===== config.mk =====
export PLATFORM = sky130hd
export DESIGN_NAME = rvi_div
export DESIGN_NICKNAME = d
export VERILOG_FILES = /design/src/sv/rvi_pkg.sv /design/src/sv/rvi_div.sv
export SDC_FILE = /design/constraint.sdc
export NUM_CORES = 1
export LEC_CHECK = 0
export BUFFER_PORTS_ARGS = -buffer_cell sky130_fd_sc_hd__buf_2
export CELL_PAD_IN_SITES_DETAIL_PLACEMENT = 1
export CELL_PAD_IN_SITES_GLOBAL_PLACEMENT = 1
export CORE_UTILIZATION = 35
export DETAILED_ROUTE_END_ITERATION = 10
export PLACE_DENSITY_LB_ADDON = 0.1
export SYNTH_ARGS = -nofsm -noshare
export SYNTH_HDL_FRONTEND = slang
export SYNTH_SLANG_ARGS = --single-unit

===== constraint.sdc =====
create_clock -name clk -period 4 [get_ports clk]
set_input_delay 0.4 -clock clk [delete_from_list [all_inputs] [get_ports clk]]
set_output_delay 0.4 -clock clk [all_outputs]
set_load 0.01 [all_outputs]

===== src/sv/rvi_pkg.sv =====
package rvi_pkg;

    localparam int PROD_W      = 64;
    localparam int ROOT_W      = 32;
    localparam int LEG_W       = 48;
    localparam int OUT_W       = 23;
    localparam int PERIOD_W    = 11;
    localparam int WINDOW_W    = 9;
    localparam int UNSTABLE_W  = 16;
    localparam int CFG_DATA_W  = 16;
    localparam int CFG_INDEX_W = 2;
    localparam int FRAC_SHIFT  = 8;
    localparam int SIG_W       = ROOT_W + FRAC_SHIFT;
    localparam int PERIOD_MIN  = 1;
    localparam int PERIOD_MAX  = 1024;
    localparam int WINDOW_MIN  = 2;

    localparam logic [OUT_W-1:0] HUNDRED_FIX = 23'd6553600;
    localparam logic [OUT_W-1:0] FIFTY_FIX   = 23'd3276800;

    localparam logic [PERIOD_W-1:0]   PERIOD_RESET   = 11'd14;
    localparam logic [WINDOW_W-1:0]   WINDOW_RESET   = 9'd10;
    localparam logic [UNSTABLE_W-1:0] UNSTABLE_RESET = 16'd0;

    typedef logic [PROD_W-1:0] word_t;

    typedef enum logic [CFG_INDEX_W-1:0] {
        CFG_PERIOD   = 2'd0,
        CFG_WINDOW   = 2'd1,
        CFG_UNSTABLE = 2'd2
    } cfg_index_t;

    typedef struct packed {
        logic start;
        word_t op_a;
        word_t op_b;
    } unit_req_t;

endpackage


===== src/sv/rvi_div.sv =====
module rvi_div
    import rvi_pkg::*;
(
    input  logic      clk,
    input  logic      rst_n,
    input  unit_req_t req,
    output logic      done,
    output word_t     quotient
);

    localparam int CNT_W = $clog2(PROD_W + 1);

    logic [PROD_W:0]   rem_reg, rem_next;
    word_t             quo_reg, quo_next;
    word_t             div_reg, div_next;
    logic [CNT_W-1:0]  cnt_reg, cnt_next;
    logic              busy_reg, busy_next;
    logic [PROD_W:0]   trial;

    always_comb
    begin
        rem_next  = rem_reg;
        quo_next  = quo_reg;
        div_next  = div_reg;
        cnt_next  = cnt_reg;
        busy_next = busy_reg;
        trial     = {rem_reg[PROD_W-1:0], quo_reg[PROD_W-1]};
        if (req.start)
        begin
            rem_next  = '0;
            quo_next  = req.op_a;
            div_next  = req.op_b;
            cnt_next  = CNT_W'(PROD_W);
            busy_next = 1'b1;
        end
        else if (busy_reg)
        begin
            if (cnt_reg == '0)
            begin
                busy_next = 1'b0;
            end
            else
            begin
                if (trial >= {1'b0, div_reg})
                begin
                    rem_next = trial - {1'b0, div_reg};
                    quo_next = {quo_reg[PROD_W-2:0], 1'b1};
                end
                else
                begin
                    rem_next = trial;
                    quo_next = {quo_reg[PROD_W-2:0], 1'b0};
                end
                cnt_next = cnt_reg - CNT_W'(1);
            end
        end
    end

    assign done     = busy_reg && (cnt_reg == '0);
    assign quotient = quo_reg;

    always_ff @(posedge clk or negedge rst_n)
    begin
        if (!rst_n)
        begin
            busy_reg <= 1'b0;
            cnt_reg  <= '0;
        end
        else
        begin
            busy_reg <= busy_next;
            cnt_reg  <= cnt_next;
        end
    end

    always_ff @(posedge clk)
    begin
        rem_reg <= rem_next;
        quo_reg <= quo_next;
        div_reg <= div_next;
    end

endmodule


======== Word level (Yosys, flattened, before mapping) ========
Cells that the tools add are included.
operators by class
  shift-type cells ........................ 0
  equality and inequality tests ........... 1
  magnitude comparators ................... 1
  $add $sub $neg .......................... 2
  multipliers ............................. 0
  divide/modulo/power cells ............... 0
  reductions and logical operators ........ 5
  bitwise gates (word level) .............. 1
  muxes and demuxes ....................... 11
operator list
  kind                                               count
  2-to-1 mux 64 bit                                  4
  greater-or-equal comparator 65 x 64 -> 1 bit       1
  subtractor 64 bit                                  1
  2-to-1 mux 7 bit                                   3
  logical NOT 7 bit                                  1
  subtractor 7 x 1 -> 7 bit (second input constant)  1
  2-to-1 mux 1 bit                                   4
  AND reduction 2 bit                                2
  != test 2 bit (second input constant)              1
  nonzero test 2 bit                                 1
  logical AND 1 bit                                  1
  NOT 1 bit                                          1
storage, ports and cells
  input bits .............................. 131
  latch bits .............................. 0
  bits in read-only memories .............. 0
  memories ................................ 0
  output and inout bits ................... 65
  RAM bits ................................ 0
  flip-flop bits (word level) ............. 200

======== Depth between registers and ports, before layout ========
  depth after elaboration ................. 5
  depth in mapped cells ................... 15
  depth with buffers taken out ............ 13

======== Worst setup path before layout ========
Ideal clock, no wire load.
  path kind ............................... register -> register
  start point ............................. register cnt_reg[0]
  end point ............................... register quo_reg[0] (netlist: quotient[0]) (enable)
  cell stages (with the launch flop) ...... 9
  required time ........................... 3.582 ns
  setup time .............................. 0.418 ns
  setup slack ............................. 0.939 ns
  period minus slack after synthesis ...... 3.061 ns
  arrival ................................. 2.643 ns
  cells stage by stage .................... dfrtp_1 > inv_1 > ha_1 > nand3b_1 > and2_1 > clkbuf_1 > nor2_1 > clkbuf_1 > inv_1
between the ends
  longest elaborated chain between the ends .. 3
ends and longest elaborated chain
  element                        line           RTL
  start: declaration             rvi_div.sv:16  logic [CNT_W-1:0] cnt_reg, cnt_next;
  start signal: assignment       rvi_div.sv:72  cnt_reg <= cnt_next;
  logical NOT 7 bit              rvi_div.sv:38  if (cnt_reg == '0)
  != test 2 bit (no line)        --
  AND reduction 2 bit (no line)  --
  end signal: assignment         rvi_div.sv:79  quo_reg <= quo_next;
  end: declaration               rvi_div.sv:14  word_t quo_reg, quo_next;
No other way between the ends.
A chain may end at the register's enable or synchronous reset.

======== Worst setup path after layout ========
  start point ............................. register quo_reg[63] (netlist: quotient[63])
  end point ............................... register rem_reg[32]
between the ends
  longest elaborated chain between the ends .. 2
ends and longest elaborated chain
  element                                                                                   line                          RTL
  subtractor 64 bit / greater-or-equal comparator 65 x 64 -> 1 bit (equally long branches)  rvi_div.sv:46, rvi_div.sv:44
  2-to-1 mux 64 bit (*)                                                                     rvi_div.sv:44                 if (trial >= {1'b0, div_reg})
  end signal: assignment                                                                    rvi_div.sv:78                 rem_reg <= rem_next;
  end: declaration                                                                          rvi_div.sv:13                 logic [PROD_W:0] rem_reg, rem_next;
Every way passes the cells marked *; elsewhere a longest branch is shown, timed or not.

==> impl_metrics.json <==
{
  "grt_use_total_pct": 19.8,
  "cellLeakagePower_nw": 5.87,
  "worst-setup-path-type": "reg2reg",
  "wl_per_cell_microns": 18.1,
  "synth_warnings": 0,
  "status": "finished, final reports clean",
  "hold_ws_ns": 0.105,
  "drive_gt1_share_pct": 23.3,
  "hold_violations": 0,
  "relSlewSlack_pct": 34.7,
  "crit_path_max_fanout": 5,
  "post-route-min-period_ns": 3.64,
  "floorplan.initialDensity_pct": 35.5,
  "total_wirelength_microns": 33500,
  "drt-vias-per-instance": 5.20,
  "place_congestion": 0.795,
  "place.detailed.hpwl_microns": 24800,
  "fin_worst_skew_ns": 0.0156,
  "layout.cells.most_common": "sky130_fd_sc_hd__buf_2",
  "powerDensity_nw_per_um2": 675,
  "design.die.area_sq_um": 34800,
  "master_cell_of_the_clock_root_buffer": "sky130_fd_sc_hd__clkbuf_16",
  "floorplan.core_area_sq_um": 33500,
  "site_rows": 67,
  "cts_tree": "built",
  "synth_enable_flop_cells": 128,
  "die_h_microns": 187,
  "grt_setup_unrepaired": "no",
  "total_of_fill_cells_in_the_finished_design": 3894,
  "setup_tns_ns": 0,
  "hp-class": "in2reg",
  "post_synth_instance_area_sq_um": 11900,
  "vias": 9618,
  "clk_path_buf_depth": 2,
  "chipWidth_microns": 187,
  "ios": 196,
  "timing.critical_path.arrival_ns": 4.02,
  "maximum_number_of_pins_on_one_net_before_global_route_repair": 90,
  "synth.net_count": 1424,
  "total_inserted_antenna_cells": 0,
  "worstSetupStartpointType": "flop",
  "worst_skew_pair.late_latency_ns": 0.47,
  "detail_route.first_pass.iterations": 4,
  "type_of_element_capturing_the_critical_path": "flop",
  "gr-total-overflow": 0,
  "drt_drc_violations_left": 0,
  "seq_area_frac_synth_pct": 44.7,
  "drv_slew": 0,
  "cts_buffers": 17,
  "layout.cells.most_common_list": "194 x sky130_fd_sc_hd__buf_2, 128 x sky130_fd_sc_hd__edfxtp_1, 122 x sky130_fd_sc_hd__nor2_1",
  "synth_seq_cells": 200,
  "synth.lib_cells_used.distinct": 71,
  "ant_nets": 0,
  "synth_top_flop_cell": "sky130_fd_sc_hd__edfxtp_1",
  "cts_sinks": 200,
  "final_net_count": 1587,
  "slew_worst_pin_ns": 0.979,
  "cp.required_ns": 4.38,
  "cts_post_setup_buffers_inserted": 0,
  "achievable-frequency_ghz": 0.275,
  "numPortBuffers": 195,
  "areaGrowthSynthToFinish_pct": 16.7,
  "grt_first_pass_wirelength_microns": 55100,
  "htreeDepth": 4,
  "setup_viol": 0,
  "syn_avg_cell_area_sq_um": 9.72,
  "maxCapViolCount": 0,
  "drt_iter0_drc": 423,
  "post_synth_inst_count": 1226,
  "async_set_or_reset_flop_fraction_in_the_synthesized_netlist_pct": 4.00,
  "period_utilization_post_route_pct": 91.0,
  "grt_pass1_vias": 10200,
  "clkTransAtPathRegs_ns": 0.08,
  "max_ir_drop_vdd_mv": 0.358,
  "initial_antenna_violation_count": 0
}
[cell usage after synthesis, drive strengths merged (14+ instances only)]
library cell	count	share of area [%]
a211oi	43	2.8
a21o	17	1.1
a21oi	103	4.4
a31oi	14	0.99
buf	26	1.1
clkbuf	39	1.2
dfxtp	64	11
edfxtp	128	32
ha	66	6.9
inv	93	2.9
mux2	63	6.0
nand2	80	2.5
nand2b	15	0.79
nand4	21	1.1
nor2	123	3.9
nor3	47	2.0
o21a	15	0.95
o21ai	70	3.0
xnor2	37	2.7
xor2	28	2.1
[critical path, cell delays in order, from the launching register on]
cell and delay [ns]:
sky130_fd_sc_hd__edfxtp_1 0.37, sky130_fd_sc_hd__inv_1 0.06, sky130_fd_sc_hd__ha_1 0.23, sky130_fd_sc_hd__fa_1 0.40
sky130_fd_sc_hd__nand2b_1 0.19, sky130_fd_sc_hd__a21o_1 0.19, sky130_fd_sc_hd__a31o_2 0.25, sky130_fd_sc_hd__a2111oi_0 0.56
sky130_fd_sc_hd__nor2_1 0.18, sky130_fd_sc_hd__o31ai_1 0.48, sky130_fd_sc_hd__a221oi_1 0.18, sky130_fd_sc_hd__xnor2_1 0.17
sky130_fd_sc_hd__mux2i_1 0.09, sky130_fd_sc_hd__a211oi_1 0.22
[report_power, final]
part | total [mW] | switching [mW] | internal [mW]
Sequential | 3.08 | 0.331 | 2.75
Combinational | 4.51 | 2.72 | 1.79
Clock | 1.79 | 0.897 | 0.889
Total | 9.38 | 3.95 | 5.43
[cell type report]
type,count,area (sq um),area share [%]
Clock inverter,14,158,1.13
Tap cell,448,561,4.03
Inverter,93,349,2.51
Sequential cell,200,5330,38.3
Clock buffer,18,429,3.09
Multi-Input combinational cell,868,5960,42.9
Timing Repair Buffer,209,1110,8.02
[per-stage QoR]
step / cell area [sq um] / total power, mW / setup slack [ns] / instances / util, %
floorplan: 11900 / 6.38 / 0.939 / 1226 / -
global placement: 13300 / 7.62 / 0.255 / 1817 / 39.7
detailed placement: 13300 / 7.68 / 0.247 / 1817 / 39.7
CTS: 13900 / 9.53 / 0.233 / 1850 / 41.4
global route: 13900 / 10.1 / 0.127 / 1850 / 41.4
finish: 13900 / 9.38 / 0.360 / 1850 / 41.4
[cell families after synthesis]
kind of cell / share of synthesized area (%)
compound gates: 18.3
xor+xnor: 4.78
flops: 44.7
simple gates: 13.3
fa+ha+maj: 7.10
buf+inv: 5.29
mux: 6.54
[metal layers]
| metal | vias to the layer above | part of all wire, % | GRT usage, % |
|---|---|---|---|
| met5 | - | 0 | 0 |
| met4 | 0 | 1.1 | 5.08 |
| met3 | 21 | 5.6 | 5.79 |
| met2 | 177 | 47 | 32.4 |
| met1 | 4641 | 47 | 25.5 |
| li1 | 4779 | - | - |
[what timing repair did]
item                       4_1_cts  5_1_grt
hold buffers                     1        0
setup endpoints to repair        0        1
gates resized for setup          0        1
hold endpoints to repair         8        0
[path summary, 6_finish.rpt]
check	from	to	slack, ns	cells past startpoint
max	quotient[63]	rem_reg[32]	0.36	13
min	req[31]	div_reg[31]	0.11	1
max reg2reg	quotient[63]	rem_reg[32]	0.36	13
min reg2reg	rem_reg[17]	rem_reg[17]	0.48	2
max in group asynchronous	rst_n	cnt_reg[3]	3.49	2
min in group asynchronous	rst_n	busy_reg	0.33	2
Note: power is estimated with default switching activity, not from simulation.
