===== src/sv/rvi_pkg.sv =====
package rvi_pkg;

    localparam int PROD_W      = 64;
    localparam int ROOT_W      = 32;
    localparam int LEG_W       = 48;
    localparam int OUT_W       = 23;
    localparam int PERIOD_W    = 11;
    localparam int WINDOW_W    = 9;
    localparam int UNSTABLE_W  = 16;
    localparam int CFG_DATA_W  = 16;
    localparam int CFG_INDEX_W = 2;
    localparam int FRAC_SHIFT  = 8;
    localparam int SIG_W       = ROOT_W + FRAC_SHIFT;
    localparam int PERIOD_MIN  = 1;
    localparam int PERIOD_MAX  = 1024;
    localparam int WINDOW_MIN  = 2;

    localparam logic [OUT_W-1:0] HUNDRED_FIX = 23'd6553600;
    localparam logic [OUT_W-1:0] FIFTY_FIX   = 23'd3276800;

    localparam logic [PERIOD_W-1:0]   PERIOD_RESET   = 11'd14;
    localparam logic [WINDOW_W-1:0]   WINDOW_RESET   = 9'd10;
    localparam logic [UNSTABLE_W-1:0] UNSTABLE_RESET = 16'd0;

    typedef logic [PROD_W-1:0] word_t;

    typedef enum logic [CFG_INDEX_W-1:0] {
        CFG_PERIOD   = 2'd0,
        CFG_WINDOW   = 2'd1,
        CFG_UNSTABLE = 2'd2
    } cfg_index_t;

    typedef struct packed {
        logic start;
        word_t op_a;
        word_t op_b;
    } unit_req_t;

endpackage


===== src/sv/rvi_mul.sv =====
module rvi_mul
    import rvi_pkg::*;
(
    input  logic      clk,
    input  logic      rst_n,
    input  unit_req_t req,
    output logic      done,
    output word_t     product
);

    word_t a_reg, a_next;
    word_t b_reg, b_next;
    word_t acc_reg, acc_next;
    logic  busy_reg, busy_next;

    always_comb
    begin
        a_next    = a_reg;
        b_next    = b_reg;
        acc_next  = acc_reg;
        busy_next = busy_reg;
        if (req.start)
        begin
            a_next    = req.op_a;
            b_next    = req.op_b;
            acc_next  = '0;
            busy_next = 1'b1;
        end
        else if (busy_reg)
        begin
            if (b_reg == '0)
            begin
                busy_next = 1'b0;
            end
            else
            begin
                if (b_reg[0])
                begin
                    acc_next = acc_reg + a_reg;
                end
                a_next = {a_reg[PROD_W-2:0], 1'b0};
                b_next = {1'b0, b_reg[PROD_W-1:1]};
            end
        end
    end

    assign done    = busy_reg && (b_reg == '0);
    assign product = acc_reg;

    always_ff @(posedge clk or negedge rst_n)
    begin
        if (!rst_n)
        begin
            busy_reg <= 1'b0;
        end
        else
        begin
            busy_reg <= busy_next;
        end
    end

    always_ff @(posedge clk)
    begin
        a_reg   <= a_next;
        b_reg   <= b_next;
        acc_reg <= acc_next;
    end

endmodule


===== config.mk =====
export PLATFORM = sky130hd
export DESIGN_NAME = rvi_mul
export DESIGN_NICKNAME = d
export VERILOG_FILES = /design/src/sv/rvi_pkg.sv /design/src/sv/rvi_mul.sv
export SDC_FILE = /design/constraint.sdc
export NUM_CORES = 1
export LEC_CHECK = 0
export BUFFER_PORTS_ARGS = -buffer_cell sky130_fd_sc_hd__buf_2
export CAP_MARGIN = 20
export CORE_MARGIN = 2
export CORE_UTILIZATION = 59
export CTS_BUF_LIST = sky130_fd_sc_hd__clkbuf_8
export CTS_CLUSTER_DIAMETER = 100
export CTS_CLUSTER_SIZE = 8
export DETAILED_ROUTE_END_ITERATION = 12
export PLACE_DENSITY = 0.83
export SLEW_MARGIN = 20
export SYNTH_ARGS = -nofsm -noshare
export SYNTH_HDL_FRONTEND = slang
export SYNTH_SLANG_ARGS = --single-unit

===== constraint.sdc =====
create_clock -name clk -period 3.3 [get_ports clk]
set_clock_uncertainty 0.15 [all_clocks]
set_input_delay 0.495 -clock clk [delete_from_list [all_inputs] [get_ports clk]]
set_output_delay 0.495 -clock clk [all_outputs]
set_load 0.1 [all_outputs]

# Yosys cells after proc, flatten, opt, wreduce, memory -nomap -nowiden
# Cells that the tools add are included.
# Widths: inputs -> output; s select.
[op_classes] add_sub_neg=1 n_mul=0 div_mod_pow=0 magnitude_cmp=0 eq_ne=1 shift=0 muxes=9 bitwise_logic=1 n_reduce_logical=5
[ops] op="$mux 64" count=6
[ops] op="$add 64x64->64" count=1
[ops] op="$logic_not 64->1" count=1
[ops] op="$mux 1" count=3
[ops] op="$reduce_and 3->1" count=1
[ops] op="$ne 2x2->1 const B" count=1
[ops] op="$reduce_and 2->1" count=1
[ops] op="$reduce_bool 2->1" count=1
[ops] op="$logic_and 1x1->1" count=1
[ops] op="$not 1->1" count=1
[word_totals] ff_bits=193 latch_bits=0 ram_bits=0 rom_bits=0 inputBits=131 out_inout_bits=65 elab_cells=21 mem_count=0

# Logic depth before layout (Yosys ltp)
# Gate-level depths: netlist of the first run.
[logic_depth] word_depth=4 mapped_depth=12 ltp_nobuf=12

# Worst setup path before layout of the first run
# No wires, ideal clock.
[synth_path] kind="register -> register" from="reg acc_reg[4] (netlist: product[4])" to="reg acc_reg[45] (netlist: product[45])" setup_time_ps=118 arrival_time_ps=3249 t_required_ps=3032 setup_slack_ps=-217 stages_incl_launch_ff=12 n_path_buf=0 synth_period_minus_slack_ps=3517 path_cell_list="dfxtp_1 > ha_1 > a21o_1 > a31o_1 > o2111ai_2 > a21boi_1 > or3_4 > a31oi_4 > o21ba_4 > o31ai_4 > xor2_1 > a22o_1"
[synth_via] elab_chain_cells=1
[synth_rtl] item="start: declaration" line_no="rvi_mul.sv:13" source="word_t acc_reg, acc_next;"
[synth_rtl] item="start signal: assignment" line_no="rvi_mul.sv:66" source="acc_reg <= acc_next;"
[synth_rtl] item="$add 64x64->64" line_no="rvi_mul.sv:39" source="acc_next = acc_reg + a_reg;"
# Every way passes these cells.
# A chain may end at the register's enable or synchronous reset.

# Worst setup path after layout of the first run
[layout_path] from="reg a_reg[0]" to="reg acc_reg[52] (netlist: product[52])"
[layout_via] elab_chain_cells=1
[layout_rtl] item="start: declaration" line_no="rvi_mul.sv:11" source="word_t a_reg, a_next;"
[layout_rtl] item="start signal: assignment" line_no="rvi_mul.sv:64" source="a_reg <= a_next;"
[layout_rtl] item="$add 64x64->64" line_no="rvi_mul.sv:39"
# Every way passes these cells.

==> results of run 1 <==
==> critical path: stages (launching register included) <==
cell and delay (ns):
edfxtp_1 0.41, ha_2 0.20, fa_2 0.35, a21o_1 0.23
a221o_1 0.38, a211oi_2 0.19, buf_4 0.15, o31ai_4 0.10
a31oi_1 0.22, buf_4 0.18, o41ai_4 0.10, buf_4 0.15
xor2_1 0.13, a22o_1 0.18
==> cells in the mapped netlist (13+ instances only) <==
library cell	n	area, µm²
nand4_1	27	169
edfxtp_1	128	3840
ha_1	63	788
clkbuf_1	49	184
nor3_1	13	65.1
xnor2_1	33	289
o21bai_1	14	105
mux2_2	126	1420
dfxtp_1	64	1280
inv_1	19	71.3
nand2_1	132	495
xor2_1	18	158
nor4_1	22	138
a21oi_1	113	566
nor2_1	45	169
o21ai_0	27	135
a21o_1	40	300
a22o_1	14	123
==> cell usage in the layout (no fill, tap or decap), types with 18 or more instances in the layout <==
cell type,n
dfxtp_2,28
a21oi_1,111
buf_4,40
buf_2,193
xnor2_1,33
mux2_2,126
xor2_1,18
o21ai_0,26
nand2_1,131
nor2_1,44
ha_1,45
dfxtp_1,36
nand4_1,27
inv_1,19
nor4_1,21
edfxtp_1,128
a21o_1,40
==> cell families after synthesis <==
kind of cell	count (synthesis)
simple gates	296
buf+inv	80
fa+ha+maj	64
mux	127
compound gates	296
flops	193
xor+xnor	51
==> worst min-delay path by stage <==
stage,depth (start not counted),to
floorplan,0,busy_reg$_DFF_PN0_
global placement,1,busy_reg$_DFF_PN0_
detailed placement,1,busy_reg$_DFF_PN0_
CTS,2,b_reg[47]$_DFFE_PP_
global route,2,b_reg[49]$_DFFE_PP_
finish,2,b_reg[47]$_DFFE_PP_
==> layer usage <==
metal,wire (µm),vias up,GRT usage (%)
met5,13,-,0
met4,644,2,8.18
met3,2170,54,7.55
met2,14500,397,45.8
met1,12800,4620,36.1
li1,-,4559,-
==> through the flow <==
step | TNS [ns] | instance area [µm²] | setup WS (ns)
CTS | 0 | 13400 | 0.0458
floorplan | 0 | 11700 | 0.00806
global route | -0.167 | 13800 | -0.0689
detailed placement | 0 | 13000 | 0.0778
global placement | 0 | 13000 | 0.162
finish | 0 | 13900 | 0.0931
==> area by class of cell <==
class	count	share of cell area, %
clock inverter	15	1.58
multi-input combinational	834	46.7
tap	265	2.39
antenna	3	0.0542
inverter	19	0.515
sequential	193	37.4
timing repair buffer	237	9.58
clock buffer	17	1.69
==> power by group through the flow <==
stage	Sequential [mW]	Clock (mW)	Combinational (mW)
6_report	3.35	1.69	5.27
5_1_grt	3.39	1.81	5.62
2_1_floorplan	4.77	0	2.51
3_3_place_gp	3.34	0	4.88
4_1_cts	3.31	1.72	4.97
3_5_place_dp	3.36	0	4.94
==> repair_timing <==
item                                    CTS  global route
setup buffers                             0            17
endpoints found under the setup margin    1            16
resized for setup                         1            45
hold buffers                              1             0
endpoints found under the hold margin     1             0
pin swaps                                 0            14
==> run_results.csv, run 1 <==
group,metric,value,unit
die,die_x,144,µm
setup_path,crit_end,"product[52]$_SDFFE_PP0P_",
setup_path,r2r_setup_slack,0.09,ns
sta,finalSetupViolations,0,
setup_path,ff2ff_path_depth,13,
clock_tree,cts_root_buf,"clkbuf_8",
die,core_area,19400,µm²
die,die-area,20800,µm²
placement,portBuffers,195,
synthesis,synth_compound_area_share,17.7,%
sta,maxSlewHeadroom,51.7,%
synthesis,synth_ff_type,"edfxtp_1",
power,seqPwrFrac,32.5,%
global_routing,grt_remaining_overflow,0,
setup_path,end_kind,"flip-flop",
setup_path,cp.required,3.55,ns
layout,instances_no_fill,1583,
power,comb_power_share,51.1,%
power,ir_drop,0.000591,V
drt,via_per_inst,6.08,
sta,period_minus_slack,3.21,ns
die,die_h,144,µm
global_routing,grt_pass1_vias,9263,
setup_path,r2r-end,"product[52]$_SDFFE_PP0P_",
clock_tree,numCtsBuffers,17,
setup_path,worstPathMaxFanout,3,
synthesis,synth_nets,1302,
sta,fmax,312,MHz
synthesis,synth_edf_count,128,
placement,place_congestion,0.942,
clock_tree,cts_tree,"built",
power,leakagePower,5.84,nW
placement,hpwl,21.4,mm
synthesis,ys_types,80,
placement,place_inst,1530,
synthesis,synth_async_sr_flop_share,0.518,%
power,powerDensity,744,nW/µm²
clock_tree,clockBufferDepth,2,
die,rows,51,
drt,drt_iter0_drc,724,
synthesis,synth_xor_area_share,3.84,%
layout,fin_nets,1497,
drt,routed_wl,30.1,mm
global_routing,grt_usage,27.8,%
worst_hold_path,hp-start,"req[47]",
sta,hold_viol,0,
power,power.internal,5.32,mW
global_routing,antenna_found_initial,5,
synthesis,yosysSeqAreaShare,44.3,%
die,initial_core_util,59.9,%
power,power.switching,4.99,mW
power,clkPwrFrac,16.4,%
setup_path,path_class,"reg -> reg",
flow_run,max-cap-violations,0,
power,swShare,48.4,%
setup_path,arrival,3.45,ns
sta,maxSlewViolCount,0,
layout,area_growth,19.1,%
synthesis,synth_area_per_cell,10.5,µm²
sta,fin_crit_sh,97.2,%
clock_tree,clk-insertion-delay-late,0.50,ns
drt,drtAntennaViolNets,0,
sta,holdWs,0.134,ns
global_routing,grt_pass1_wl,45.8,mm
layout,fillers,1450,
setup_path,setup.worst_path.start,"a_reg[0]$_SDFFCE_PN0P_",
sta,worstMarginPinSlew,0.722,ns
synthesis,syn-instance-count,1107,
layout,regArea,5180,µm²
drt,dr.pass1.iters,9,
synthesis,synthAdderAreaFrac,6.95,%
synthesis,synth-seq-cells,193,
setup_path,timing.rr.start,"a_reg[0]$_SDFFCE_PN0P_",
drt,wl_per_cell,19.0,µm
layout,fin_util,71.4,%
synthesis,synth_top_family_by_area,"compound AO/OA/AOI/OAI gates",
worst_hold_path,hold_path_class,"in -> reg",
setup_path,critPathLaunchType,"flip-flop",
synthesis,muxShareOfSynthArea,12.3,%
synthesis,yosys_warnings,0,
layout,drive_gt1_share,36.6,%
global_routing,grt_max_degree,69,
drt,vias,9632,
clock_tree,cts_max_level,4,
layout,multi_input_area,6470,µm²
run_status,status,"completed",
die,ios,196,
clock_tree,cts.sinks,193,
synthesis,syn_area,11600,µm²
power,power,10.3,mW
drt,route.detailed.drc,0,
clock_tree,clk_pin_slew,0.13,ns
synthesis,yosys.area_share.simple,12.3,%
Note: power is estimated with default switching activity, not from simulation.
==> inputs of run 2 (changes only) <==
--- a/config.mk
+++ b/config.mk
@@ -7,6 +7,7 @@
 export LEC_CHECK = 0
 export BUFFER_PORTS_ARGS = -buffer_cell sky130_fd_sc_hd__buf_2
 export CAP_MARGIN = 20
+export CORE_ASPECT_RATIO = 1.2
 export CORE_MARGIN = 2
 export CORE_UTILIZATION = 59
 export CTS_BUF_LIST = sky130_fd_sc_hd__clkbuf_8
@@ -18,3 +19,4 @@
 export SYNTH_ARGS = -nofsm -noshare
 export SYNTH_HDL_FRONTEND = slang
 export SYNTH_SLANG_ARGS = --single-unit
+export TNS_END_PERCENT = 30
==> run_results.csv, run 2 (synthesis gave the netlist of run 1 again) <==
group,metric,value,unit
run_status,status,"completed",
drt,routed_wl,28.5,mm
setup_path,crit_family,"compound AO/OA/AOI/OAI gates",
setup_path,arrival,3.42,ns
clock_tree,clk_pin_slew,0.11,ns
setup_path,crit_path_max_incr_delay,0.40,ns
die,ios,196,
setup_path,timing.rr.start,"a_reg[0]$_SDFFCE_PN0P_",
die,rows,56,
sta,layout_setup_ws,0.115,ns
setup_path,critPathBufInv,0,
global_routing,grt_remaining_overflow,0,
clock_tree,cts_max_level,4,
sta,timing.setup.tns,0,ns
layout,fillers,1470,
setup_path,r2r_setup_slack,0.11,ns
layout,drive_gt1_share,33.0,%
clock_tree,cts_root_buf,"clkbuf_8",
die,initial_core_util,59.9,%
drt,drtAntennaViolNets,0,
flow_run,max-cap-violations,0,
setup_path,cp.required,3.54,ns
global_routing,antenna_found_initial,2,
layout,final_common_cell,"buf_2",
setup_path,ff2ff_path_depth,12,
global_routing,grt_pass1_wl,44.9,mm
layout,fin_nets,1482,
drt,via_per_inst,6.03,
power,powerDensity,745,nW/µm²
drt,wl_per_cell,18.3,µm
placement,dpl_worst_slack,0.0356,ns
setup_path,worst_path_most_repeated_cell,"a21oi_2",
setup_path,crit_end,"product[54]$_SDFFE_PP0P_",
drt,dr.pass1.iters,5,
setup_path,r2r-end,"product[54]$_SDFFE_PP0P_",
drt,drt_iter0_drc,701,
sta,period_minus_slack,3.19,ns
setup_path,setup.worst_path.start,"a_reg[0]$_SDFFCE_PN0P_",
power,power,10.0,mW
setup_path,critPathLaunchType,"flip-flop",
die,die-area,20900,µm²
setup_path,end_kind,"flip-flop",
global_routing,grt_pass1_vias,9332,
setup_path,cp_num_cells,12,
setup_path,crit_chain,"ha_1 > fa_1 > a21o_1 > a221o_1 > a21oi_2 > o31ai_4 > a21oi_2 > o21ai_1 > a21boi_2 > o31a_1 > xnor2_1 > a22o_1",
drt,vias,9429,
sta,holdWs,0.129,ns
placement,place_congestion,0.980,
placement,hpwl,21.3,mm
placement,dpl_cell_area,12900,µm²
sta,hold_viol,0,
drt,route.detailed.drc,0,
clock_tree,numCtsBuffers,17,
layout,mostFrequentLayoutCells,"194 x buf_2, 131 x nand2_1, 128 x edfxtp_1",
die,die_h,158,µm
clock_tree,cts_setup_buffers,0,
clock_tree,cts.sinks,193,
sta,maxSlewHeadroom,44.4,%
clock_tree,cts_tree,"built",
setup_path,path_class,"reg -> reg",
setup_path,cpMaxStageDelayCell,"edfxtp_1",
placement,portBuffers,195,
layout,regArea,5160,µm²
sta,maxSlewViolCount,0,
global_routing,grt_usage,26.8,%
power,leakagePower,5.77,nW
worst_hold_path,hold_path_class,"in -> reg",
power,ir_drop,0.000391,V
global_routing,grt_max_degree,67,
sta,finalSetupViolations,0,
sta,fmax,314,MHz
die,core_area,19400,µm²
layout,final_area,13500,µm²
layout,multi_input_area,6220,µm²
layout,area_growth,15.7,%
sta,worstMarginPinSlew,0.833,ns
die,die_x,132,µm
sta,rsz0062_at_grt,"yes",
clock_tree,clockBufferDepth,2,
clock_tree,clk-insertion-delay-late,0.50,ns
sta,fin_crit_sh,96.5,%
setup_path,worstPathMaxFanout,3,
## run 2: worst min path at each step
stage / slack (ns) / startpoint / endpoint / cells after the start
finish: 0.13 / req[64] / a_reg[0]$_SDFFCE_PN0P_ / 2
global route: 0.11 / req[16] / b_reg[16]$_DFFE_PP_ / 2
CTS: 0.11 / req[64] / a_reg[0]$_SDFFCE_PN0P_ / 2
detailed placement: 0.12 / rst_n / busy_reg$_DFF_PN0_ / 1
global placement: 0.12 / rst_n / busy_reg$_DFF_PN0_ / 1
floorplan: 0.05 / rst_n / busy_reg$_DFF_PN0_ / 0
## run 2: metrics by stage
stage / instances / util, %
detailed placement: 1528 / 66.7
finish: 1563 / 69.3
global route: 1561 / 69.3
floorplan: 1107 / -
CTS: 1561 / 69.1
global placement: 1528 / 66.7
## run 2: area by class of cell
class | count | area share (%)
repair buffers | 222 | 9.01
clock inverters | 15 | 1.63
inverters | 19 | 0.530
clock buffers | 17 | 1.74
diodes | 2 | 0.0372
well taps | 261 | 2.43
flip-flops and latches | 193 | 38.4
multi-input cells | 834 | 46.2
## run 2: report_power, final
part / switching [mW] / internal [mW]
combinational: 3.49 / 1.56
clock: 1.06 / 0.613
sequential: 0.304 / 2.99
total: 4.86 / 5.16
## run 2: what timing repair did
| action | CTS | global route |
|---|---|---|
| hold buffers | 1 | 0 |
| gates resized for setup | 0 | 8 |
| hold endpoints to repair | 1 | 0 |
| setup endpoints to repair | 0 | 13 |
## run 2: layer usage
metal	global-route usage, %	vias up	share of wire [%]
li1	-	4548	-
met1	31.4	4474	40
met2	47.2	341	50
met3	6.95	66	7.1
met4	10.4	0	3.0
met5	0	-	0
