==> config.mk <==
export PLATFORM = sky130hd
export DESIGN_NAME = rvi_sqrt
export DESIGN_NICKNAME = d
export VERILOG_FILES = /design/src/sv/rvi_pkg.sv /design/src/sv/rvi_sqrt.sv
export SDC_FILE = /design/constraint.sdc
export NUM_CORES = 1
export LEC_CHECK = 0
export ABC_AREA = 1
export BUFFER_PORTS_ARGS = -buffer_cell sky130_fd_sc_hd__buf_4
export CAP_MARGIN = 20
export CELL_PAD_IN_SITES_DETAIL_PLACEMENT = 1
export CELL_PAD_IN_SITES_GLOBAL_PLACEMENT = 2
export CORE_UTILIZATION = 37
export CTS_BUF_LIST = sky130_fd_sc_hd__clkbuf_8
export CTS_CLUSTER_SIZE = 40
export DETAILED_ROUTE_END_ITERATION = 8
export PLACE_DENSITY_LB_ADDON = 0.1
export SLEW_MARGIN = 20
export SYNTH_ARGS = -nofsm -noshare
export SYNTH_HDL_FRONTEND = slang
export SYNTH_SLANG_ARGS = --single-unit
==> constraint.sdc <==
create_clock -name clk -period 7.51 [get_ports clk]
set_input_delay 0.751 -clock clk [delete_from_list [all_inputs] [get_ports clk]]
set_output_delay 0.751 -clock clk [all_outputs]
set_load 0.005 [all_outputs]
==> src/sv/rvi_pkg.sv <==
package rvi_pkg;

    localparam int PROD_W      = 64;
    localparam int ROOT_W      = 32;
    localparam int LEG_W       = 48;
    localparam int OUT_W       = 23;
    localparam int PERIOD_W    = 11;
    localparam int WINDOW_W    = 9;
    localparam int UNSTABLE_W  = 16;
    localparam int CFG_DATA_W  = 16;
    localparam int CFG_INDEX_W = 2;
    localparam int FRAC_SHIFT  = 8;
    localparam int SIG_W       = ROOT_W + FRAC_SHIFT;
    localparam int PERIOD_MIN  = 1;
    localparam int PERIOD_MAX  = 1024;
    localparam int WINDOW_MIN  = 2;

    localparam logic [OUT_W-1:0] HUNDRED_FIX = 23'd6553600;
    localparam logic [OUT_W-1:0] FIFTY_FIX   = 23'd3276800;

    localparam logic [PERIOD_W-1:0]   PERIOD_RESET   = 11'd14;
    localparam logic [WINDOW_W-1:0]   WINDOW_RESET   = 9'd10;
    localparam logic [UNSTABLE_W-1:0] UNSTABLE_RESET = 16'd0;

    typedef logic [PROD_W-1:0] word_t;

    typedef enum logic [CFG_INDEX_W-1:0] {
        CFG_PERIOD   = 2'd0,
        CFG_WINDOW   = 2'd1,
        CFG_UNSTABLE = 2'd2
    } cfg_index_t;

    typedef struct packed {
        logic start;
        word_t op_a;
        word_t op_b;
    } unit_req_t;

endpackage

==> src/sv/rvi_sqrt.sv <==
module rvi_sqrt
    import rvi_pkg::*;
(
    input  logic              clk,
    input  logic              rst_n,
    input  logic              start,
    input  word_t             radicand,
    output logic              done,
    output logic [ROOT_W-1:0] root
);

    localparam int CNT_W = $clog2(ROOT_W + 1);
    localparam int REM_W = ROOT_W + 2;

    word_t              rad_reg, rad_next;
    logic [ROOT_W-1:0]  root_reg, root_next;
    logic [REM_W-1:0]   rem_reg, rem_next;
    logic [CNT_W-1:0]   cnt_reg, cnt_next;
    logic               busy_reg, busy_next;
    logic [REM_W+1:0]   trial;
    logic [REM_W+1:0]   test;

    always_comb
    begin
        rad_next  = rad_reg;
        root_next = root_reg;
        rem_next  = rem_reg;
        cnt_next  = cnt_reg;
        busy_next = busy_reg;
        trial     = {rem_reg, rad_reg[PROD_W-1:PROD_W-2]};
        test      = {2'b00, root_reg, 2'b01};
        if (start)
        begin
            rad_next  = radicand;
            root_next = '0;
            rem_next  = '0;
            cnt_next  = CNT_W'(ROOT_W);
            busy_next = 1'b1;
        end
        else if (busy_reg)
        begin
            if (cnt_reg == '0)
            begin
                busy_next = 1'b0;
            end
            else
            begin
                if (trial >= test)
                begin
                    rem_next  = REM_W'(trial - test);
                    root_next = {root_reg[ROOT_W-2:0], 1'b1};
                end
                else
                begin
                    rem_next  = REM_W'(trial);
                    root_next = {root_reg[ROOT_W-2:0], 1'b0};
                end
                rad_next = {rad_reg[PROD_W-3:0], 2'b00};
                cnt_next = cnt_reg - CNT_W'(1);
            end
        end
    end

    assign done = busy_reg && (cnt_reg == '0);
    assign root = root_reg;

    always_ff @(posedge clk or negedge rst_n)
    begin
        if (!rst_n)
        begin
            busy_reg <= 1'b0;
            cnt_reg  <= '0;
        end
        else
        begin
            busy_reg <= busy_next;
            cnt_reg  <= cnt_next;
        end
    end

    always_ff @(posedge clk)
    begin
        rad_reg  <= rad_next;
        root_reg <= root_next;
        rem_reg  <= rem_next;
    end

endmodule

; Word-level counts from Yosys, hierarchy flattened
; Index checks and enable logic that the tools add are counted.
[op_classes]
addsub = 2
n_lt_le_gt_ge = 1
n_eq_ne = 1
mux = 11
bitwise = 1
reduce_logical = 5
[ops]
columns = op, count
row1 = 2-to-1 mux 64 bit, 3
row2 = >= comparator 36 x 34 -> 1 bit, 1
row3 = 2-to-1 mux 34 bit, 1
row4 = subtractor 34 bit, 1
row5 = 2-to-1 mux 6 bit, 3
row6 = logical NOT 6 bit, 1
row7 = "subtractor 6 x 1 -> 6 bit, second input constant", 1
row8 = 2-to-1 mux 1 bit, 4
row9 = AND reduction 2 bit, 2
row10 = "inequality test 2 bit, second input constant", 1
row11 = nonzero test 2 bit, 1
row12 = logical AND 1 bit, 1
row13 = NOT 1 bit, 1
[totals]
register_bits = 137
input_bits = 67
out_inout_bits = 33
word_cells = 26

; Longest topological paths before layout
; Gate-level depths: netlist (run 1).
[depth]
word_depth = 4
mapped_depth = 17
ltp_nobuf = 17

; Least setup slack after synthesis (run 1)
; Ideal clock, no wire load.
[synth_timing]
path_type = register to register
from = register cnt_reg[0]
to = register rad_reg[0] (enable)
setup_ns = 0.454
arrival_ns = 3.006
required_time_ns = 7.056
slack_ns = 4.050
stages_incl_launch_ff = 9
n_path_buf = 1
synth_period_minus_slack_ns = 3.460
path_cell_list = dfrtp_1 inv_1 ha_1 nand3_1 nand2_2 inv_2 nor2_2 inv_2 clkbuf_1
[synth_via]
elab_chain_cells = 3
[synth_lines]
columns = item, line
row1 = "start, declared", rvi_sqrt.sv:18  ; logic [CNT_W-1:0] cnt_reg, cnt_next;
row2 = "start signal, assigned", rvi_sqrt.sv:77  ; cnt_reg <= cnt_next;
row3 = logical NOT 6 bit, rvi_sqrt.sv:42  ; if (cnt_reg == '0)
row4 = inequality test 2 bit (no source line), --
row5 = AND reduction 2 bit (no source line), --
row6 = "end signal, assigned", rvi_sqrt.sv:83  ; rad_reg <= rad_next;
row7 = "end, declared", rvi_sqrt.sv:15  ; word_t rad_reg, rad_next;
; No other way between the ends.
; A chain may end at the register's enable or synchronous reset.

; Worst setup path after layout (run 1)
[layout_timing]
from = register root_reg[20], in the netlist root[20]
to = register rem_reg[21]
[layout_via]
elab_chain_cells = 2
[layout_lines]
columns = item, line
row1 = "start, declared", rvi_sqrt.sv:16  ; logic [ROOT_W-1:0] root_reg, root_next;
row2 = "start signal, assigned", rvi_sqrt.sv:84  ; root_reg <= root_next;
row3 = >= comparator 36 x 34 -> 1 bit, rvi_sqrt.sv:48  ; if (trial >= test)
row4 = 2-to-1 mux 34 bit, rvi_sqrt.sv:48
row5 = "end signal, assigned", rvi_sqrt.sv:85  ; rem_reg <= rem_next;
row6 = "end, declared", rvi_sqrt.sv:17  ; logic [REM_W-1:0] rem_reg, rem_next;
; No other way between the ends.

==> results of run 1 <==
worst max path at each step:
stage / from / slack (ns) / cells after the start / to
after floorplan: cnt_reg[0] / 4.05 / 8 / rad_reg[0]
after global placement: cnt_reg[0] / 3.86 / 8 / rad_reg[48]
after detailed placement: cnt_reg[0] / 3.72 / 8 / rad_reg[48]
after CTS: cnt_reg[0] / 3.72 / 8 / rad_reg[62]
after global routing: root[20] / 3.67 / 15 / rem_reg[23]
final: root[20] / 3.96 / 15 / rem_reg[21]
synth_stat cells (5+ instances only):
cell | instances | share of area (%)
inv_1 | 189 | 8.4
dfrtp_1 | 7 | 2.1
nor3_1 | 22 | 1.3
o21ai_0 | 13 | 0.77
clkbuf_1 | 19 | 0.85
nand3_1 | 69 | 4.1
dfxtp_1 | 66 | 16
xnor2_1 | 6 | 0.63
edfxtp_1 | 64 | 23
nor2_2 | 9 | 0.67
buf_2 | 7 | 0.42
xor2_1 | 10 | 1.0
nand2_2 | 8 | 0.60
o22ai_1 | 34 | 2.5
a21oi_1 | 29 | 1.7
nand4_1 | 6 | 0.45
o21bai_1 | 5 | 0.45
nor2_1 | 77 | 3.4
nand2_1 | 503 | 22
ha_1 | 36 | 5.4
per-layer routing:
layer	part of all wire (%)	routed length (µm)	vias to the layer above	GRT usage, %
met5	0	0	-	0
met4	1.8	450	0	7.02
met3	3.0	736	24	3.33
met2	47	11700	115	37.7
met1	48	12000	3595	29.2
li1	-	-	3992	-
where the power goes:
part	switching, W	leakage (nW)	internal (W)	total [W]
Sequential	0.000104	1.32	0.000991	0.00109
Combinational	0.00165	3.57	0.000785	0.00244
Clock	0.000368	0.206	0.000282	0.000650
layout make-up:
type / count / area (µm²) / share of cell area (%)
Clock inverter: 15 / 173 / 1.77
Tap cell: 280 / 350 / 3.59
Multi-Input combinational cell: 854 / 4080 / 41.8
Timing Repair Buffer: 103 / 777 / 7.96
Sequential cell: 137 / 3420 / 35.0
Inverter: 194 / 731 / 7.48
Clock buffer: 17 / 234 / 2.40
placed cells by master (no fill, tap or decap), types with 17 or more instances in the layout:
cell	instances
edfxtp_1	64
nand3_1	69
o22ai_1	34
nand2_1	503
nor3_1	22
buf_4	102
inv_1	189
nor2_1	77
clkbuf_8	17
a21oi_1	29
ha_1	36
dfxtp_1	66
critical path, stage by stage, from the launching register on:
cell	delay, ns
dfxtp_1	0.34
inv_1	0.10
ha_1	0.41
nand2_2	0.16
inv_1	0.05
nand2_1	0.06
nand2_1	0.07
nand2_1	0.06
nand2_1	0.09
a21oi_2	0.20
nand4_4	0.77
nor2_2	0.84
nand2_1	0.11
nand3_1	0.10
nand2_1	0.06
inv_1	0.07
cell families (layout without fill, tap and decap cells):
kind of cell,Yosys count,count (layout),synth area share (%)
AND/OR/NAND/NOR,708,708,34.7
buffers and inverters,229,329,10.7
flip-flops,137,137,40.7
AO/OA/AOI/OAI,94,94,6.84
adder cells (fa/ha/maj),36,36,5.36
XOR/XNOR,16,16,1.67
through the flow:
step           hold WS (ns)  setup slack, ns
6_report             0.0907             3.96
5_1_grt              0.0680             3.67
4_1_cts              0.0667             3.72
3_5_place_dp          0.458             3.72
3_3_place_gp          0.462             3.86
2_1_floorplan         0.426             4.05
==> metrics.txt, run 1 <==
Reg2Reg Depth=15; placed cell area=9350 µm²; final slew viol count=0; detailed-placement wirelength estimate=18600 µm; Final GP Congestion=0.828; Layout Nets=1410; R2R Setup Slk=3.96 ns; DR WL/cell=15.5 µm; Bufs on Longest Clock Path=2; full die area=23300 µm²; worst skew pair latency=0.46 ns; crit path DAT=3.96 ns; post-cts hold buffer count=0; largest net degree at the start of global routing=88; initial antenna violation count=0; max FFs per register=64; Worst setup EP type=register; # clock sinks=137; Pre-antenna DRT Iters=7; Hold WC Path Type=input pin to asynchronous set/reset pin; vias in the first global route=7966; Inserted Diodes=0; Post-synth EDFFs=64; IO Pins=100; first-pass GRT wire length=40900 µm; cts repair resizes=0; Max rail drop VDD=0.000198 V; ratio of cells with drive above 1 in the final layout=12.9%; ys flop type=dfxtp_1; H-tree lvl count=4; clock transition at the registers of the reported paths=0.09 ns; P&R area growth vs syn=16.2%; DRC=0; max_cap viols=0; Cell Area, Synth=8400 µm²; Vias per Instance=4.83; Post-CTS Setup Inserts=0; count of final setup violators=0; I/O Buffers=99; Yosys cell types=39; Seq/Total Area, Yosys=40.7%; fraction of registers with async set or reset after synthesis=5.11%; Worst slew margin=34.8%; clk_skew=0.0239 ns; dpl cells=1568; final hold violation count=0; f_max=281 MHz; Initial Util=38.1%; maximum fanout along the worst path=60; grt total ovfl=0; Cell Rows=54; pwr dens=429 nW/µm²; clock root cell=clkbuf_8; #FFs+latches synth=137; final cell count without fillers=1600; Total GRT Usage=22.3%; initial DRC count=276; Routed Antenna Nets=0; RR Startpoint=root[20]; cell count after synthesis=1220; CTS tree=yes; Slew @ Worst Pin=0.976 ns; filler instances=2869; Synthesis Warnings=0; syn nets=1323; RSZ-0062 raised after global routing=false; Die Y=153 µm; post-route setup TNS=0 ns; leak pwr=5.10 nW; WP data required=7.91 ns; Finished Cell Area=9760 µm²; Period minus WS final=3.55 ns; total wire length=24800 µm; Core Box Area=22000 µm²; startpoint types=register; Final Util=44.3%; Num CTS Buffers=17; Tot Pwr=0.00418 W; die width=153 µm; Worst R2R End=rem_reg[21]; vias=7726; status=complete, no violations; period utilisation layout=47.3%; crit path kind=register to register; Avg Inst Size Synth=6.89 µm²
(Power assumes the default switching activity.)
==> inputs of run 2 (changes only) <==
--- a/config.mk
+++ b/config.mk
@@ -10,7 +10,7 @@
 export CAP_MARGIN = 20
 export CELL_PAD_IN_SITES_DETAIL_PLACEMENT = 1
 export CELL_PAD_IN_SITES_GLOBAL_PLACEMENT = 2
-export CORE_UTILIZATION = 37
+export CORE_UTILIZATION = 34
 export CTS_BUF_LIST = sky130_fd_sc_hd__clkbuf_8
 export CTS_CLUSTER_SIZE = 40
 export DETAILED_ROUTE_END_ITERATION = 8
==> constraint.sdc (replaced) <==
create_clock -name clk -period 3.7 [get_ports clk]
set_input_delay 0.37 -clock clk [delete_from_list [all_inputs] [get_ports clk]]
set_output_delay 0.37 -clock clk [all_outputs]
set_load 0.005 [all_outputs]
==> run 2 against run 1 <==
Effect of this change: die area rose by 8.7%; fmax rose by 25%; clock power rose by 97%; cell count rose by 3.3%; largest power group unchanged.
==> metrics.txt, run 2 (synthesized netlist as in run 1, its figures left out) <==
status=complete, no violations; clock root cell=clkbuf_8; RSZ-0062 raised after global routing=false; Max rail drop VDD=0.000440 V (+120%); startpoint types=register; final hold violation count=0 (unchanged); clk_skew=0.0189 ns (-0.00502 ns); final slew viol count=0 (unchanged); final worst slack=0.864 ns (-3.09 ns); Final GP Congestion=0.835 (+0.91%); detailed-placement wirelength estimate=19100 µm (+2.5%); Worst slew margin=42.5% (+7.7 points); Die Y=159 µm (+4.3%); crit path DAT=3.22 ns (-0.74 ns); die width=159 µm (+4.3%); grt total ovfl=0 (unchanged); full die area=25300 µm² (+8.7%); f_max=353 MHz (+25%); total wire length=25000 µm (+0.83%); max_cap viols=0 (unchanged); Pre-antenna DRT Iters=4 (-3); Routed Antenna Nets=0 (unchanged); post-route setup TNS=0 ns (unchanged); # clock sinks=137 (unchanged); Num CTS Buffers=17 (unchanged); IO Pins=100 (unchanged); pwr dens=859 nW/µm² (+100%); Layout Nets=1418 (+0.57%); count of final setup violators=0 (unchanged); vias=7732 (+0.078%); worst slack at placement=0.849 ns (-2.87 ns); Cell Rows=57 (+5.6%); period utilisation layout=76.7% (+29 points); Initial Util=34.6% (-3.5 points); Inserted Diodes=0 (unchanged); Hold WC Path Type=input pin to register; Final Util=40.7% (-3.6 points); maximum fanout along the worst path=41 (-32%); Total GRT Usage=20.8% (-1.5 points); WP data required=4.08 ns (-3.83 ns); ratio of cells with drive above 1 in the final layout=13.3% (+0.37 points); initial antenna violation count=0 (unchanged); CTS tree=yes; DRC=0 (unchanged); Core Box Area=24200 µm² (+10%); P&R area growth vs syn=17.5%; worst skew pair latency=0.46 ns (about the same); Bufs on Longest Clock Path=2 (unchanged); hold_ws=0.168 ns (+0.0770 ns); placed cell area=9470 µm² (+1.3%); I/O Buffers=99 (unchanged); H-tree lvl count=4 (unchanged); Finished Cell Area=9870 µm² (+1.1%); Period minus WS final=2.84 ns (-0.717 ns); Hold Path Depth=3; max FFs per register=64 (unchanged); largest net degree at the start of global routing=49 (-44%); filler instances=3136 (+9.3%); Slew @ Worst Pin=0.857 ns (-0.118 ns); post-cts hold buffer count=1 (+1); most frequent cells in the layout=nand2_1 (503), inv_1 (189), buf_4 (109), nor2_1 (77), nand3_1 (69); commonest non-fill, non-tap cell in the layout=nand2_1; Worst setup EP type=register; clock transition at the registers of the reported paths=0.10 ns (about the same); first-pass GRT wire length=41400 µm (+1.4%); cts repair resizes=0 (unchanged); leak pwr=5.13 nW (+0.58%); crit path kind=register to register; Reg2Reg Depth=11 (-4); initial DRC count=282 (+2.2%); DR WL/cell=15.1 µm (-2.3%); Vias per Instance=4.68 (-3.1%); Post-CTS Setup Inserts=0 (unchanged); vias in the first global route=7929 (-0.46%)
run 2: changes by cell type in the layout (fill, tap and decap cells not counted), sizes merged:
cell         before  now
buf             103  110
dlygate4sd3       0    1
clkinvlp          1    2
inv             203  202
run 2: area by class of cell:
type | instances | area (µm²) | area share (%)
multi-input combinational | 854 | 4080 | 41.3
tap | 324 | 405 | 4.11
clock buffer | 17 | 234 | 2.37
timing repair buffer | 111 | 848 | 8.59
inverter | 194 | 731 | 7.40
sequential | 137 | 3420 | 34.6
clock inverter | 15 | 155 | 1.57
run 2: layer usage:
layer / GRT usage, % / routed length [µm] / vias to the layer above
li1: - / - / 4002
met1: 27.4 / 12200 / 3599
met2: 35.0 / 11700 / 109
met3: 3.13 / 647 / 22
met4: 6.21 / 423 / 0
met5: 0 / 0 / -
run 2: through the flow:
step	cells	total power [W]
3_5_place_dp	1619	0.00729
2_1_floorplan	1220	0.00593
3_3_place_gp	1619	0.00721
6_report	1652	0.00848
5_1_grt	1652	0.00938
4_1_cts	1652	0.00861
run 2: power by group:
part / switching [W] / internal (W)
logic: 0.00335 / 0.00164
clock network: 0.000720 / 0.000559
registers: 0.000205 / 0.00201
total: 0.00427 / 0.00421
run 2: path summary, 6_finish.rpt:
check                                  from           to  slack [ns]
worst min-delay path            radicand[1]   rad_reg[1]        0.17
worst max register to register   cnt_reg[0]   rem_reg[5]        0.86
worst min register to register  rem_reg[32]  rem_reg[32]        0.47
min in group asynchronous             rst_n   cnt_reg[5]        0.28
max in group asynchronous             rst_n     busy_reg        3.29
worst max-delay path             cnt_reg[0]   rem_reg[5]        0.86
run 2: critical path, cell delays in order, from the launching register on:
cell     delay, ns
dfrtp_1       0.41
inv_1         0.09
ha_1          0.16
nand3_1       0.11
nand2_2       0.11
buf_4         0.45
inv_2         0.04
buf_4         0.26
nor2_2        0.36
inv_4         0.25
buf_4         0.30
o22ai_1       0.18
==> inputs of run 3 (changes only) <==
==> constraint.sdc (replaced) <==
create_clock -name clk -period 2.62 [get_ports clk]
set_input_delay 0.262 -clock clk [delete_from_list [all_inputs] [get_ports clk]]
set_output_delay 0.262 -clock clk [all_outputs]
set_load 0.005 [all_outputs]
==> run 3 against run 2 <==
Effect of this change: cell area up 0.90%; die area is the same; global-route usage decreased by 0.21 points; routed wire length is 0.57% higher; register-to-register slack got worse by 0.63 ns; clock-buffer cell count unchanged; non-clock buffer count up 6; via count is the same.
==> metrics.txt, run 3 (synthesized netlist as in run 1, its figures left out) <==
Clk pwr share=15.1% (about the same); Num CTS Buffers=17 (unchanged); Worst slew margin=60.9% (+18 points); vias=7732 (unchanged); Slew @ Worst Pin=0.587 ns (-0.271 ns); WP data required=3.02 ns (-1.06 ns); Crit-path slowest cell=ha_1; Total GRT Usage=20.6% (-0.21 points); clk_skew=0.0194 ns (+0.000499 ns); NetSw=0.00609 W (+42%); count of final setup violators=0 (unchanged); Post-CTS Setup Inserts=0 (unchanged); H-tree lvl count=4 (unchanged); ratio of cells with drive above 1 in the final layout=13.7% (+0.47 points); Logic pwr share=59.3% (+0.5 points); f_max=419 MHz (+19%); Cell Rows=57 (unchanged); Period minus WS final=2.39 ns (-0.448 ns); # clock sinks=137 (unchanged); crit path kind=register to register; I/O Buffers=99 (unchanged); hold_ws=0.0616 ns (-0.106 ns); full die area=25300 µm² (unchanged); worst skew pair latency=0.46 ns (about the same); Worst setup EP type=register; status=complete, no violations; DRC=0 (unchanged); commonest non-fill, non-tap cell in the layout=nand2_1; CP top delay family=simple AND/OR/NAND/NOR gates; first-pass GRT wire length=41300 µm (-0.27%); period utilisation layout=91.1% (+14 points); post-route setup TNS=0 ns (unchanged); grt total ovfl=0 (unchanged); Hold WC Path Type=input pin to register; leak pwr=5.17 nW (+0.92%); startpoint types=register; Layout Nets=1424 (+0.42%); clock transition at the registers of the reported paths=0.11 ns (about the same); Bufs on Longest Clock Path=2 (unchanged); sequential share of power=25.6% (-0.5 points); final hold violation count=0 (unchanged); Final GP Congestion=0.854 (+2.3%); max_cap viols=0 (unchanged); DR WL/cell=15.2 µm (+0.21%); initial DRC count=289 (+2.5%); detailed-placement wirelength estimate=19100 µm (about the same); slowest stage delay, CP=0.37 ns (-0.08 ns); most frequent cells in the layout=nand2_1 (503), inv_1 (189), buf_4 (112), nor2_1 (77), nand3_1 (69); crit-path cells=inv_1 > ha_1 > nand2_1 > nor2_1 > inv_1 > nor2_1 > nand4_1 > nand3_1 > nand2_1 > nand2_1 > nand3_1 > nand3_1 > nand2_1 > inv_1; RSZ-0062 raised after global routing=false; sw frac=50.0% (-0.35 points); Max rail drop VDD=0.000479 V (+8.8%); max FFs per register=64 (unchanged); Vias per Instance=4.66 (-0.36%); CP dominant cell by count=nand2_1; Final Util=41.1% (+0.37 points); Initial Util=34.6% (unchanged); initial antenna violation count=0 (unchanged); vias in the first global route=8003 (+0.93%); IO Pins=100 (unchanged); crit path DAT=2.79 ns (-0.43 ns); CTS tree=yes; clock root cell=clkbuf_8; maximum fanout along the worst path=5 (-88%); Die Y=159 µm (unchanged); largest net degree at the start of global routing=64 (+31%); Inserted Diodes=0 (unchanged); Routed Antenna Nets=0 (unchanged); total wire length=25200 µm (+0.57%); internal power component=0.00608 W (+45%); Pre-antenna DRT Iters=5 (+1); Core Box Area=24200 µm² (unchanged); CP bufs+invs=3 (-3); P&R area growth vs syn=18.6%; final slew viol count=0 (unchanged); die width=159 µm (unchanged); pwr dens=1220 nW/µm² (+42%)
## run 3: cell types whose count changed in the layout (fill, tap and decap cells not counted), sizes merged
cell / before / now
buf: 110 / 116
## run 3: layout make-up
class	count	area (µm²)
multi-input combinational	854	4090
tap	324	405
fill	3116	14300
timing repair buffer	117	931
sequential	137	3420
inverter	194	731
clock inverter	15	153
clock buffer	17	234
## run 3: layer usage
metal / track usage, % / up-vias / wire [µm] / part of all wire [%]
met5: 0 / - / 0 / 0
met4: 4.50 / 0 / 289 / 1.1
met3: 3.78 / 14 / 793 / 3.2
met2: 35.3 / 98 / 11900 / 47
met1: 26.8 / 3609 / 12200 / 49
li1: - / 4011 / - / -
## run 3: path summary, 6_finish.rpt
kind                        startpoint          end  slack (ns)  depth (start not counted)
max                           root[15]  rem_reg[18]        0.23                         14
min                        radicand[0]   rad_reg[0]        0.06                          3
max reg2reg                   root[15]  rem_reg[18]        0.23                         14
min reg2reg                rem_reg[32]  rem_reg[32]        0.45                          2
max in group asynchronous        rst_n   cnt_reg[5]        2.30                          2
min in group asynchronous        rst_n   cnt_reg[2]        0.18                          2
## run 3: power by group through the flow
stage / logic [W] / registers [W] / clock network [W]
finish: 0.00721 / 0.00312 / 0.00184
global placement: 0.00721 / 0.00315 / 0
floorplan: 0.00529 / 0.00308 / 0
detailed placement: 0.00728 / 0.00316 / 0
CTS: 0.00731 / 0.00312 / 0.00190
global route: 0.00823 / 0.00318 / 0.00198
## run 3: per-stage QoR
| stage | worst slack [ns] | power, W | instance area (µm²) | std cells |
|---|---|---|---|---|
| after global routing | 0.0286 | 0.0134 | 9960 | 1658 |
| after detailed placement | 0.0799 | 0.0104 | 9560 | 1625 |
| after floorplan | 0.225 | 0.00836 | 8400 | 1220 |
| after global placement | 0.100 | 0.0104 | 9560 | 1625 |
| final | 0.232 | 0.0122 | 9960 | 1658 |
| after CTS | 0.0786 | 0.0123 | 9950 | 1658 |
## run 3: worst register-to-register path, delay by kind of cell (launching register included)
kind / cells / cell delay, ns
flip-flops: 1 / 0.36
buffers and inverters: 3 / 0.25
AND/OR/NAND/NOR: 10 / 1.37
adder cells (fa/ha/maj): 1 / 0.37
## run 3: timing repair
item / CTS / global route
resized for setup: 0 / 3
hold buffers: 1 / 0
endpoints found under the hold margin: 7 / 0
endpoints found under the setup margin: 0 / 2
